### src/rtl/core/joint_path_cost_selector_core_macros.svh
// ----------------------------------------------------------------------------
// Assertion macros for the joint path cost selector core
// Checks compile away when SYNTHESIS is defined.
// ----------------------------------------------------------------------------
`ifndef JOINT_PATH_COST_SELECTOR_CORE_MACROS_SVH
`define JOINT_PATH_COST_SELECTOR_CORE_MACROS_SVH

`ifndef SYNTHESIS

// same-cycle implication
`define JPCS_ASSERT_IMP(name, clk, rst_n, ante, cons) \
  name: assert property (@(posedge clk) disable iff (!rst_n) (ante) |-> (cons)) \
    else $error("jpcs: implication check failed");

// next-cycle implication
`define JPCS_ASSERT_NXT(name, clk, rst_n, ante, cons) \
  name: assert property (@(posedge clk) disable iff (!rst_n) (ante) |=> (cons)) \
    else $error("jpcs: next-cycle check failed");

`else

`define JPCS_ASSERT_IMP(name, clk, rst_n, ante, cons)
`define JPCS_ASSERT_NXT(name, clk, rst_n, ante, cons)

`endif

`endif

### src/rtl/core/jpcs_pkg.sv
// ----------------------------------------------------------------------------
// jpcs_pkg
// Shared types and constants of the joint path cost selector.
// ----------------------------------------------------------------------------
package jpcs_pkg;

  localparam int MAX_JOINTS      = 7;
  localparam int JOINTS_DEF      = 7;
  localparam int QUEUE_DEPTH_DEF = 2;

  localparam int POS_W   = 16;
  localparam int TOL_W   = 15;
  localparam int COST_W  = 32;
  // sum of up to seven 16x16 squares
  localparam int SUMSQ_W = 35;
  localparam int ROOT_W  = 18;

  localparam logic [TOL_W-1:0]  TOL_RESET = 15'd41;
  localparam logic [COST_W-1:0] COST_MAX  = '1;

  // input beat kinds
  typedef enum logic [1:0] {
    KIND_GOAL  = 2'd0,
    KIND_POINT = 2'd1,
    KIND_EMPTY = 2'd2,
    KIND_NONE  = 2'd3
  } kind_e;

  // queued operations
  typedef enum logic [1:0] {
    OP_GOAL  = 2'd0,
    OP_POINT = 2'd1,
    OP_EMPTY = 2'd2
  } op_e;

  typedef struct packed {
    kind_e              kind;
    logic signed [15:0] joint_0;
    logic signed [15:0] joint_1;
    logic signed [15:0] joint_2;
    logic signed [15:0] joint_3;
    logic signed [15:0] joint_4;
    logic signed [15:0] joint_5;
    logic signed [15:0] joint_6;
    logic               last_point;
  } in_beat_t;

  typedef struct packed {
    logic [31:0] path_cost;
    logic        reaches_goal;
    logic        accepted;
  } out_beat_t;

  typedef struct packed {
    op_e                              op;
    logic                             last;
    logic [MAX_JOINTS-1:0][POS_W-1:0] pos;
  } cmd_t;

  typedef struct packed {
    logic empty;
    logic full;
  } q_status_t;

  typedef struct packed {
    logic pop;
    logic busy;
  } back_status_t;

endpackage

### src/rtl/core/joint_path_cost_selector_core.sv
// ----------------------------------------------------------------------------
// joint_path_cost_selector_core: shortest goal-reaching joint path selector
// A later point squares one difference per joint and takes the root in 18
// steps; a result beat waits while the output stalls.
// The back takes the next queued command only once it is back in idle.
// Async active-low reset: best cost all ones, no goal, no path, tolerance 41.
// ----------------------------------------------------------------------------
`include "joint_path_cost_selector_core_macros.svh"

module joint_path_cost_selector_core #(
  parameter int JOINTS      = jpcs_pkg::JOINTS_DEF,
  parameter int QUEUE_DEPTH = jpcs_pkg::QUEUE_DEPTH_DEF
) (
  input  logic                       clk_i,
  input  logic                       rst_ni,
  input  logic                       cfg_we_i,
  input  logic [jpcs_pkg::TOL_W-1:0] cfg_wdata_i,
  input  logic                       in_valid_i,
  output logic                       in_stall_o,
  input  jpcs_pkg::in_beat_t         in_data_i,
  output logic                       out_valid_o,
  input  logic                       out_stall_i,
  output jpcs_pkg::out_beat_t        out_data_o
);
  import jpcs_pkg::*;

  cmd_t         head;
  q_status_t    q_status;
  back_status_t back_status;

  // front: accept and classify beats
  jpcs_front #(
    .QUEUE_DEPTH (QUEUE_DEPTH)
  ) u_front (
    .clk_i         (clk_i),
    .rst_ni        (rst_ni),
    .in_valid_i    (in_valid_i),
    .in_stall_o    (in_stall_o),
    .in_data_i     (in_data_i),
    .back_status_i (back_status),
    .head_o        (head),
    .q_status_o    (q_status)
  );

  // back: execute commands
  jpcs_back #(
    .JOINTS (JOINTS)
  ) u_back (
    .clk_i       (clk_i),
    .rst_ni      (rst_ni),
    .cfg_we_i    (cfg_we_i),
    .cfg_wdata_i (cfg_wdata_i),
    .head_i      (head),
    .q_status_i  (q_status),
    .status_o    (back_status),
    .out_valid_o (out_valid_o),
    .out_stall_i (out_stall_i),
    .out_data_o  (out_data_o)
  );

  // checks
  `JPCS_ASSERT_IMP(a_acc_needs_goal, clk_i, rst_ni, out_valid_o && out_data_o.accepted, out_data_o.reaches_goal)
  `JPCS_ASSERT_IMP(a_pop_not_empty, clk_i, rst_ni, back_status.pop, !q_status.empty)
  `JPCS_ASSERT_NXT(a_pop_frees_slot, clk_i, rst_ni, back_status.pop, !q_status.full)
  `JPCS_ASSERT_IMP(a_result_from_work, clk_i, rst_ni, $rose(out_valid_o), $past(back_status.busy))

endmodule

### src/rtl/core/jpcs_queue.sv
// ----------------------------------------------------------------------------
// jpcs_queue
// Small register queue of classified commands between front and back.
// ----------------------------------------------------------------------------
module jpcs_queue #(
  parameter int DEPTH = jpcs_pkg::QUEUE_DEPTH_DEF
) (
  input  logic               clk_i,
  input  logic               rst_ni,
  input  logic               push_i,
  input  jpcs_pkg::cmd_t     push_data_i,
  input  logic               pop_i,
  output jpcs_pkg::cmd_t     head_o,
  output jpcs_pkg::q_status_t status_o
);
  import jpcs_pkg::*;

  localparam int PW = (DEPTH > 1) ? $clog2(DEPTH) : 1;
  localparam int CW = $clog2(DEPTH + 1);

  cmd_t           mem_q [DEPTH];
  logic [PW-1:0]  wr_q, wr_d, rd_q, rd_d;
  logic [CW-1:0]  cnt_q, cnt_d;

  // pointer wrap and fill count
  always_comb begin
    wr_d  = wr_q;
    rd_d  = rd_q;
    cnt_d = cnt_q;
    if (push_i) begin
      wr_d = (wr_q == PW'(DEPTH - 1)) ? '0 : wr_q + 1'b1;
    end
    if (pop_i) begin
      rd_d = (rd_q == PW'(DEPTH - 1)) ? '0 : rd_q + 1'b1;
    end
    if (push_i && !pop_i) begin
      cnt_d = cnt_q + 1'b1;
    end else if (pop_i && !push_i) begin
      cnt_d = cnt_q - 1'b1;
    end
  end

  always_ff @(posedge clk_i or negedge rst_ni) begin
    if (!rst_ni) begin
      wr_q  <= '0;
      rd_q  <= '0;
      cnt_q <= '0;
    end else begin
      wr_q  <= wr_d;
      rd_q  <= rd_d;
      cnt_q <= cnt_d;
    end
  end

  // storage, no reset
  always_ff @(posedge clk_i) begin
    if (push_i) begin
      mem_q[wr_q] <= push_data_i;
    end
  end

  assign head_o          = mem_q[rd_q];
  assign status_o.empty  = (cnt_q == '0);
  assign status_o.full   = (cnt_q == CW'(DEPTH));

endmodule

### src/rtl/core/jpcs_front.sv
// ----------------------------------------------------------------------------
// jpcs_front
// Accepts input beats, classifies them by kind and queues the commands.
// ----------------------------------------------------------------------------
module jpcs_front #(
  parameter int QUEUE_DEPTH = jpcs_pkg::QUEUE_DEPTH_DEF
) (
  input  logic                   clk_i,
  input  logic                   rst_ni,
  input  logic                   in_valid_i,
  output logic                   in_stall_o,
  input  jpcs_pkg::in_beat_t     in_data_i,
  input  jpcs_pkg::back_status_t back_status_i,
  output jpcs_pkg::cmd_t         head_o,
  output jpcs_pkg::q_status_t    q_status_o
);
  import jpcs_pkg::*;

  cmd_t cmd;
  logic keep;
  logic push;

  // classify: unused kind is taken and dropped
  always_comb begin
    cmd.last   = in_data_i.last_point;
    cmd.pos[0] = in_data_i.joint_0;
    cmd.pos[1] = in_data_i.joint_1;
    cmd.pos[2] = in_data_i.joint_2;
    cmd.pos[3] = in_data_i.joint_3;
    cmd.pos[4] = in_data_i.joint_4;
    cmd.pos[5] = in_data_i.joint_5;
    cmd.pos[6] = in_data_i.joint_6;
    unique case (in_data_i.kind)
      KIND_GOAL: begin
        cmd.op = OP_GOAL;
        keep   = 1'b1;
      end
      KIND_POINT: begin
        cmd.op = OP_POINT;
        keep   = 1'b1;
      end
      KIND_EMPTY: begin
        cmd.op = OP_EMPTY;
        keep   = 1'b1;
      end
      default: begin
        cmd.op = OP_POINT;
        keep   = 1'b0;
      end
    endcase
  end

  assign in_stall_o = q_status_o.full;
  assign push       = in_valid_i && !q_status_o.full && keep;

  jpcs_queue #(
    .DEPTH (QUEUE_DEPTH)
  ) u_queue (
    .clk_i       (clk_i),
    .rst_ni      (rst_ni),
    .push_i      (push),
    .push_data_i (cmd),
    .pop_i       (back_status_i.pop),
    .head_o      (head_o),
    .status_o    (q_status_o)
  );

endmodule

### src/rtl/core/jpcs_back.sv
// ----------------------------------------------------------------------------
// jpcs_back
// Executes queued commands: segment length by per-joint squares and a
// bitwise square root, cost accumulation, goal check and best-cost update.
// ----------------------------------------------------------------------------
module jpcs_back #(
  parameter int JOINTS = jpcs_pkg::JOINTS_DEF
) (
  input  logic                          clk_i,
  input  logic                          rst_ni,
  input  logic                          cfg_we_i,
  input  logic [jpcs_pkg::TOL_W-1:0]    cfg_wdata_i,
  input  jpcs_pkg::cmd_t                head_i,
  input  jpcs_pkg::q_status_t           q_status_i,
  output jpcs_pkg::back_status_t        status_o,
  output logic                          out_valid_o,
  input  logic                          out_stall_i,
  output jpcs_pkg::out_beat_t           out_data_o
);
  import jpcs_pkg::*;

  localparam int JW = (JOINTS > 1) ? $clog2(JOINTS) : 1;
  localparam int RW = SUMSQ_W + 1;

  typedef enum logic [2:0] {
    S_IDLE,
    S_EXEC,
    S_SQ,
    S_SUM,
    S_ROOT,
    S_END,
    S_RES
  } state_e;

  state_e             state_q;
  logic [TOL_W-1:0]   tol_q;
  logic [POS_W-1:0]   goal_q [JOINTS];
  logic               goal_valid_q;
  logic [COST_W-1:0]  best_q;
  logic [COST_W-1:0]  run_q;
  logic               have_prev_q;
  logic               out_valid_q;
  out_beat_t          out_q;

  // datapath registers
  cmd_t               cmd_q;
  logic [POS_W-1:0]   prev_q [JOINTS];
  logic [JW-1:0]      j_q;
  logic [2*POS_W-1:0] sq_q;
  logic               sq_v_q;
  logic [SUMSQ_W-1:0] sum_q;
  logic [SUMSQ_W-1:0] rem_q;
  logic [RW-1:0]      res_q;
  logic [SUMSQ_W-1:0] bit_q;

  logic               out_free;
  logic               emit;
  logic               pop;
  logic [POS_W:0]     dj;
  logic [POS_W:0]     magj;
  logic [RW-1:0]      trial;
  logic               take;
  logic [COST_W:0]    total;
  logic               reaches;

  assign out_free = !out_valid_q || !out_stall_i;
  assign pop      = (state_q == S_IDLE) && !q_status_i.empty;
  // a new result beat is loaded this cycle
  assign emit     = out_free &&
                    ((state_q == S_RES) || ((state_q == S_EXEC) && (cmd_q.op == OP_EMPTY)));

  // one joint difference per cycle
  always_comb begin
    dj   = {cmd_q.pos[j_q][POS_W-1], cmd_q.pos[j_q]} - {prev_q[j_q][POS_W-1], prev_q[j_q]};
    magj = dj[POS_W] ? (~dj + 1'b1) : dj;
  end

  // square root step and saturating cost add
  always_comb begin
    trial = res_q + {1'b0, bit_q};
    take  = ({1'b0, rem_q} >= trial);
    total = {1'b0, run_q} + (COST_W + 1)'(res_q[ROOT_W-1:0]);
  end

  // goal check across all joints
  always_comb begin
    logic [POS_W:0] gd;
    logic [POS_W:0] gm;
    reaches = goal_valid_q;
    for (int i = 0; i < JOINTS; i++) begin
      gd = {cmd_q.pos[i][POS_W-1], cmd_q.pos[i]} - {goal_q[i][POS_W-1], goal_q[i]};
      gm = gd[POS_W] ? (~gd + 1'b1) : gd;
      if (gm > {2'b00, tol_q}) begin
        reaches = 1'b0;
      end
    end
  end

  // sequencer, path state and output register
  always_ff @(posedge clk_i or negedge rst_ni) begin
    if (!rst_ni) begin
      state_q      <= S_IDLE;
      tol_q        <= TOL_RESET;
      for (int i = 0; i < JOINTS; i++) begin
        goal_q[i] <= '0;
      end
      goal_valid_q <= 1'b0;
      best_q       <= COST_MAX;
      run_q        <= '0;
      have_prev_q  <= 1'b0;
      out_valid_q  <= 1'b0;
      out_q        <= '0;
    end else begin
      if (cfg_we_i) begin
        tol_q <= cfg_wdata_i;
      end
      if (out_valid_q && !out_stall_i && !emit) begin
        out_valid_q <= 1'b0;
      end
      unique case (state_q)
        S_IDLE: begin
          if (pop) begin
            state_q <= S_EXEC;
          end
        end
        S_EXEC: begin
          unique case (cmd_q.op)
            OP_GOAL: begin
              for (int i = 0; i < JOINTS; i++) begin
                goal_q[i] <= cmd_q.pos[i];
              end
              goal_valid_q <= 1'b1;
              best_q       <= COST_MAX;
              run_q        <= '0;
              have_prev_q  <= 1'b0;
              state_q      <= S_IDLE;
            end
            OP_EMPTY: begin
              if (out_free) begin
                out_q       <= '0;
                out_valid_q <= 1'b1;
                best_q      <= COST_MAX;
                run_q       <= '0;
                have_prev_q <= 1'b0;
                state_q     <= S_IDLE;
              end
            end
            OP_POINT: begin
              state_q <= have_prev_q ? S_SQ : S_END;
            end
            default: begin
              state_q <= S_IDLE;
            end
          endcase
        end
        S_SQ: begin
          if (j_q == JW'(JOINTS - 1)) begin
            state_q <= S_SUM;
          end
        end
        S_SUM: begin
          state_q <= S_ROOT;
        end
        S_ROOT: begin
          if (bit_q[0]) begin
            state_q <= S_END;
          end
        end
        S_END: begin
          run_q       <= total[COST_W] ? COST_MAX : total[COST_W-1:0];
          have_prev_q <= 1'b1;
          state_q     <= cmd_q.last ? S_RES : S_IDLE;
        end
        S_RES: begin
          if (out_free) begin
            out_q.path_cost    <= run_q;
            out_q.reaches_goal <= reaches;
            out_q.accepted     <= reaches && (run_q < best_q);
            out_valid_q        <= 1'b1;
            if (reaches && (run_q < best_q)) begin
              best_q <= run_q;
            end
            run_q       <= '0;
            have_prev_q <= 1'b0;
            state_q     <= S_IDLE;
          end
        end
        default: begin
          state_q <= S_IDLE;
        end
      endcase
    end
  end

  // segment length datapath
  always_ff @(posedge clk_i) begin
    if (pop) begin
      cmd_q <= head_i;
    end
    unique case (state_q)
      S_EXEC: begin
        j_q    <= '0;
        sum_q  <= '0;
        sq_v_q <= 1'b0;
        res_q  <= '0;
      end
      S_SQ: begin
        sq_q   <= magj[POS_W-1:0] * magj[POS_W-1:0];
        sq_v_q <= 1'b1;
        sum_q  <= sum_q + (sq_v_q ? SUMSQ_W'(sq_q) : '0);
        j_q    <= j_q + 1'b1;
      end
      S_SUM: begin
        rem_q <= sum_q + SUMSQ_W'(sq_q);
        res_q <= '0;
        bit_q <= {1'b1, {(SUMSQ_W-1){1'b0}}};
      end
      S_ROOT: begin
        if (take) begin
          rem_q <= rem_q - trial[SUMSQ_W-1:0];
          res_q <= (res_q >> 1) + {1'b0, bit_q};
        end else begin
          res_q <= res_q >> 1;
        end
        bit_q <= bit_q >> 2;
      end
      S_END: begin
        for (int i = 0; i < JOINTS; i++) begin
          prev_q[i] <= cmd_q.pos[i];
        end
      end
      default: begin
      end
    endcase
  end

  assign status_o.pop  = pop;
  assign status_o.busy = (state_q != S_IDLE);
  assign out_valid_o   = out_valid_q;
  assign out_data_o    = out_q;

endmodule
### config.mk
export PLATFORM = sky130hd
export DESIGN_NAME = joint_path_cost_selector_core
export DESIGN_NICKNAME = d
export VERILOG_FILES = /design/src/rtl/core/jpcs_pkg.sv /design/src/rtl/core/joint_path_cost_selector_core.sv /design/src/rtl/core/jpcs_queue.sv /design/src/rtl/core/jpcs_front.sv /design/src/rtl/core/jpcs_back.sv
export VERILOG_INCLUDE_DIRS = /design/src /design/src/rtl/core
export SDC_FILE = /design/constraint.sdc
export NUM_CORES = 2
export LEC_CHECK = 0
export BUFFER_PORTS_ARGS = -buffer_cell sky130_fd_sc_hd__buf_2
export CAP_MARGIN = 25
export CORE_UTILIZATION = 38
export CTS_CLUSTER_SIZE = 16
export DETAILED_ROUTE_END_ITERATION = 8
export GPL_ROUTABILITY_DRIVEN = 0
export HOLD_SLACK_MARGIN = 0.08
export MAX_ROUTING_LAYER = met4
export PLACE_DENSITY = 0.5
export REMOVE_ABC_BUFFERS = 1
export SLEW_MARGIN = 20
export SYNTH_ARGS = -nofsm -noshare
export SYNTH_HDL_FRONTEND = slang
export SYNTH_SLANG_ARGS = --single-unit
### constraint.sdc
create_clock -name clk_i -period 14.2 [get_ports clk_i]
set_clock_uncertainty 0.2 [all_clocks]
set_input_delay 1.42 -clock clk_i [delete_from_list [all_inputs] [get_ports clk_i]]
set_output_delay 1.42 -clock clk_i [all_outputs]
set_load 0.02 [all_outputs]
==> run metrics <==
max-cap violations=0; drt drc=8; WP data arrival=12640 ps; Post-Route WL=around 170000 microns; hpwl dp=129000 microns; Post-DP Area=roughly 0.062 sq mm; period utilization=87.2%; synthesized area=0.0591 sq mm; Rel. slew slack=about a third; final hold violation count=0; Root Driver=clkbuf_16; HP Start=u_back.goal_valid_q$_DFFE_PN0P_; 1st-iter DRT viols=2586; worst r2r dst=u_back.sq_q[30]$_DFFE_PP_; vias in the first global route=approximately 44000; clock-pin slew on the worst setup and hold paths=60 ps; Worst Hold Class=reg2reg; area grow syn2layout=11.6%; fraction of layout cells with a size suffix above 1=11.5%; Yosys reg bits=approximately 850; Worst R2R Path Depth=36; CP startpoint kind=flop; FFs w/ async S/R, synth=27.5%; final slew viol count=0; outcome=finished with violations; fin crit period=around 12000 ps; Hold Buf Count CTS=0; nets=6701; Initial Utilization=between 30% and 40%; Top cell by count, worst path=fa_1; Critical Path Start=u_back.j_q[0]$_DFFE_PN_; Hold EP=u_back.goal_valid_q$_DFFE_PN0P_; die width=396 microns; r2r startpoint=u_back.j_q[0]$_DFFE_PN_; first-pass GRT wire length=259000 microns; routed length per instance=about 21 microns; slew at the pin closest to its max-slew limit=996 ps; # rows=144; share of the yosys chip area belonging to registers=around 41%; antenna violations before repair=5; hold path cells=1; Crit-path slowest cell=edfxtp_1; CTS max path bufs=3; TritonCTS Buffers=100; top_reg_cell synth=edfxtp_1; Final Instance Area=0.0660 sq mm; Sink Count=about 850; failing checks=DRC; post-cts gate resize count=0; number of synthesized flops with an enable pin=616; pin count of the biggest net entering global routing=97; TritonCTS clock tree=done; I/O pin cnt=between 150 and 200; Mapped Cells=5674; global route overflow=0; Syn. warnings=0; GRT Overall Usage=22.0%; CP Capture Type=flop; Skew-Pair Late Insertion Delay=730 ps; R2R setup slack=between 1500 and 2000 ps; Critical Path Max Stage Delay=730 ps; H-tree depth=3; Setup violations, final=0; f_max=roughly 0.08 GHz; via count=43300; setup TNS=0 ps; Core ar.=0.154 sq mm; kind of critical path=reg2reg; post-DR vias/cell=5.42; DRT Pass-1 Iters=9; Setup Fix Bufs, Post-CTS=0; post-route ant nets=0; total die area=0.157 sq mm; Crit Path Max Fanout=14; CP required=between 10000 and 15000 ps; chip height=396 microns; Synth Area per Inst=10.4 sq um; post-synthesis cell type count=101; unrepaired setup endpoints after global routing=no; port bufs=170
-- sequential cells by signal (all words and copies together), names as in the netlist, 2 cells and up, named ones only --
signal / cells
u_back.state_q: 3
u_back.tol_q: 15
u_back.out_data_o: 34
u_back.sum_q: 35
u_back.bit_q: 18
u_back.rem_q: 35
u_front.u_queue.mem_q: 230
u_back.goal_q: 112
u_back.j_q: 3
u_back.sq_q: 31
u_back.best_q: 32
u_front.u_queue.cnt_q: 2
u_back.res_q: 36
u_back.prev_q: 112
u_back.cmd_q: 115
u_back.run_q: 32
-- metrics by stage --
step | std cells | hold WS [ps] | utilization [%] | worst slack [ps]
after CTS | 7985 | 275 | 42.7 | 1950
after detailed placement | 7798 | 254 | 40.5 | 2030
after global routing | 7991 | 300 | 42.8 | 969
after global placement | 7797 | 258 | 40.5 | 2240
after floorplan | 5515 | 239 | - | 2880
final | 7991 | 273 | 42.8 | 1810
-- cell usage after synthesis, types with 20 or more instances --
| library cell | instances | area [sq um] |
|---|---|---|
| o22a_1 | 32 | 280 |
| nand4_1 | 43 | 269 |
| mux2_2 | 129 | 1450 |
| clkbuf_1 | 139 | 522 |
| a31oi_1 | 74 | 463 |
| a211oi_1 | 70 | 526 |
| inv_1 | 508 | 1910 |
| mux2i_1 | 62 | 621 |
| nand3_1 | 67 | 335 |
| o21bai_1 | 38 | 285 |
| nor2b_1 | 61 | 382 |
| o21a_1 | 59 | 443 |
| ha_1 | 532 | 6660 |
| nand2_1 | 454 | 1700 |
| or3_1 | 31 | 194 |
| o211ai_1 | 25 | 188 |
| fa_1 | 174 | 3480 |
| dfstp_2 | 35 | 920 |
| a21o_1 | 112 | 841 |
| or2_2 | 22 | 138 |
| a22o_1 | 29 | 254 |
| and2_1 | 60 | 375 |
| mux4_2 | 32 | 721 |
| edfxtp_1 | 616 | 18500 |
| a31o_2 | 20 | 175 |
| xnor2_1 | 220 | 1930 |
| o31ai_1 | 26 | 195 |
| and3_1 | 69 | 432 |
| nor2_1 | 442 | 1660 |
| nand2b_1 | 43 | 269 |
| xor2_1 | 168 | 1470 |
| nor3_1 | 78 | 390 |
| o21ai_0 | 386 | 1930 |
| dfrtp_1 | 200 | 5000 |
| a21oi_1 | 313 | 1570 |
-- worst max-delay path: cells and delay by family (launching register included) --
family / cells / cell delay [ps]
mux: 1 / 560
flops: 1 / 730
xor+xnor: 2 / 790
simple gates: 6 / 1230
compound gates: 13 / 3660
fa+ha+maj: 9 / 4040
buf+inv: 5 / 880
-- cells by family (layout without fill, tap and decap cells) --
kind of cell               after synthesis  count (layout)  synth area share, %
and+or+nand+nor                       1458            1458                 11.6
DFF                                    854             854                 41.4
other                                    0               2                    0
adders and majority gates              706             706                 17.1
muxes                                  223             223                 4.72
AOI/OAI and AO/OA                     1372            1372                 15.0
xor gates and xnor gates               388             388                 5.75
buffers and inverters                  673             944                 4.35
-- routing by layer --
metal / part of all wire, % / vias to the layer above / global-route usage (%)
met5: 0 / - / -
met4: 2.7 / 0 / 6.17
met3: 3.6 / 244 / 2.21
met2: 49 / 854 / 37.6
met1: 44 / 21300 / 27.7
li1: - / 20900 / -
-- cell usage in the layout, fill, tap and decap left out, types with 35 or more instances in the layout --
cell type | Yosys | final
nand3_1 | 67 | 67
nor2_1 | 442 | 440
and2_1 | 60 | 58
nor3_1 | 78 | 77
edfxtp_1 | 616 | 616
dfstp_2 | 35 | 35
xnor2_1 | 220 | 220
xor2_1 | 168 | 168
nand4_1 | 43 | 43
a21oi_1 | 313 | 312
buf_2 | 1 | 170
o21bai_1 | 38 | 38
o21ai_0 | 386 | 385
o21a_1 | 59 | 59
clkbuf_16 | 0 | 105
inv_1 | 508 | 507
mux2i_1 | 62 | 62
nor2b_1 | 61 | 61
a21o_1 | 112 | 112
nand2_1 | 454 | 454
ha_1 | 532 | 532
mux2_2 | 129 | 129
a31oi_1 | 74 | 74
buf_4 | 0 | 70
a211oi_1 | 70 | 70
nand2b_1 | 43 | 43
fa_1 | 174 | 174
dfrtp_1 | 200 | 199
and3_1 | 69 | 69
-- how the worst max path moves through the flow --
stage	to	slack (ps)	cells past startpoint
after floorplan	u_back.sq_q[30]$_DFFE_PP_	2880	38
after global placement	u_back.sq_q[29]$_DFFE_PP_	2240	38
after detailed placement	u_back.sq_q[30]$_DFFE_PP_	2030	36
after CTS	u_back.sq_q[30]$_DFFE_PP_	1950	36
after global routing	u_back.sq_q[30]$_DFFE_PP_	970	36
final	u_back.sq_q[30]$_DFFE_PP_	1810	36
-- layout make-up --
class,count,area (sq um)
Clock inverter,53,634
Sequential cell,854,24500
Fill cell,14800,88200
Tap cell,2044,2560
Multi-Input combinational cell,4147,32100
Clock buffer,134,2820
Timing Repair Buffer,243,1450
Antenna cell,2,5.00
Inverter,514,1930
Power is not shown: default switching activity piles up to over one toggle a cycle in this logic, so the estimate is an artifact.
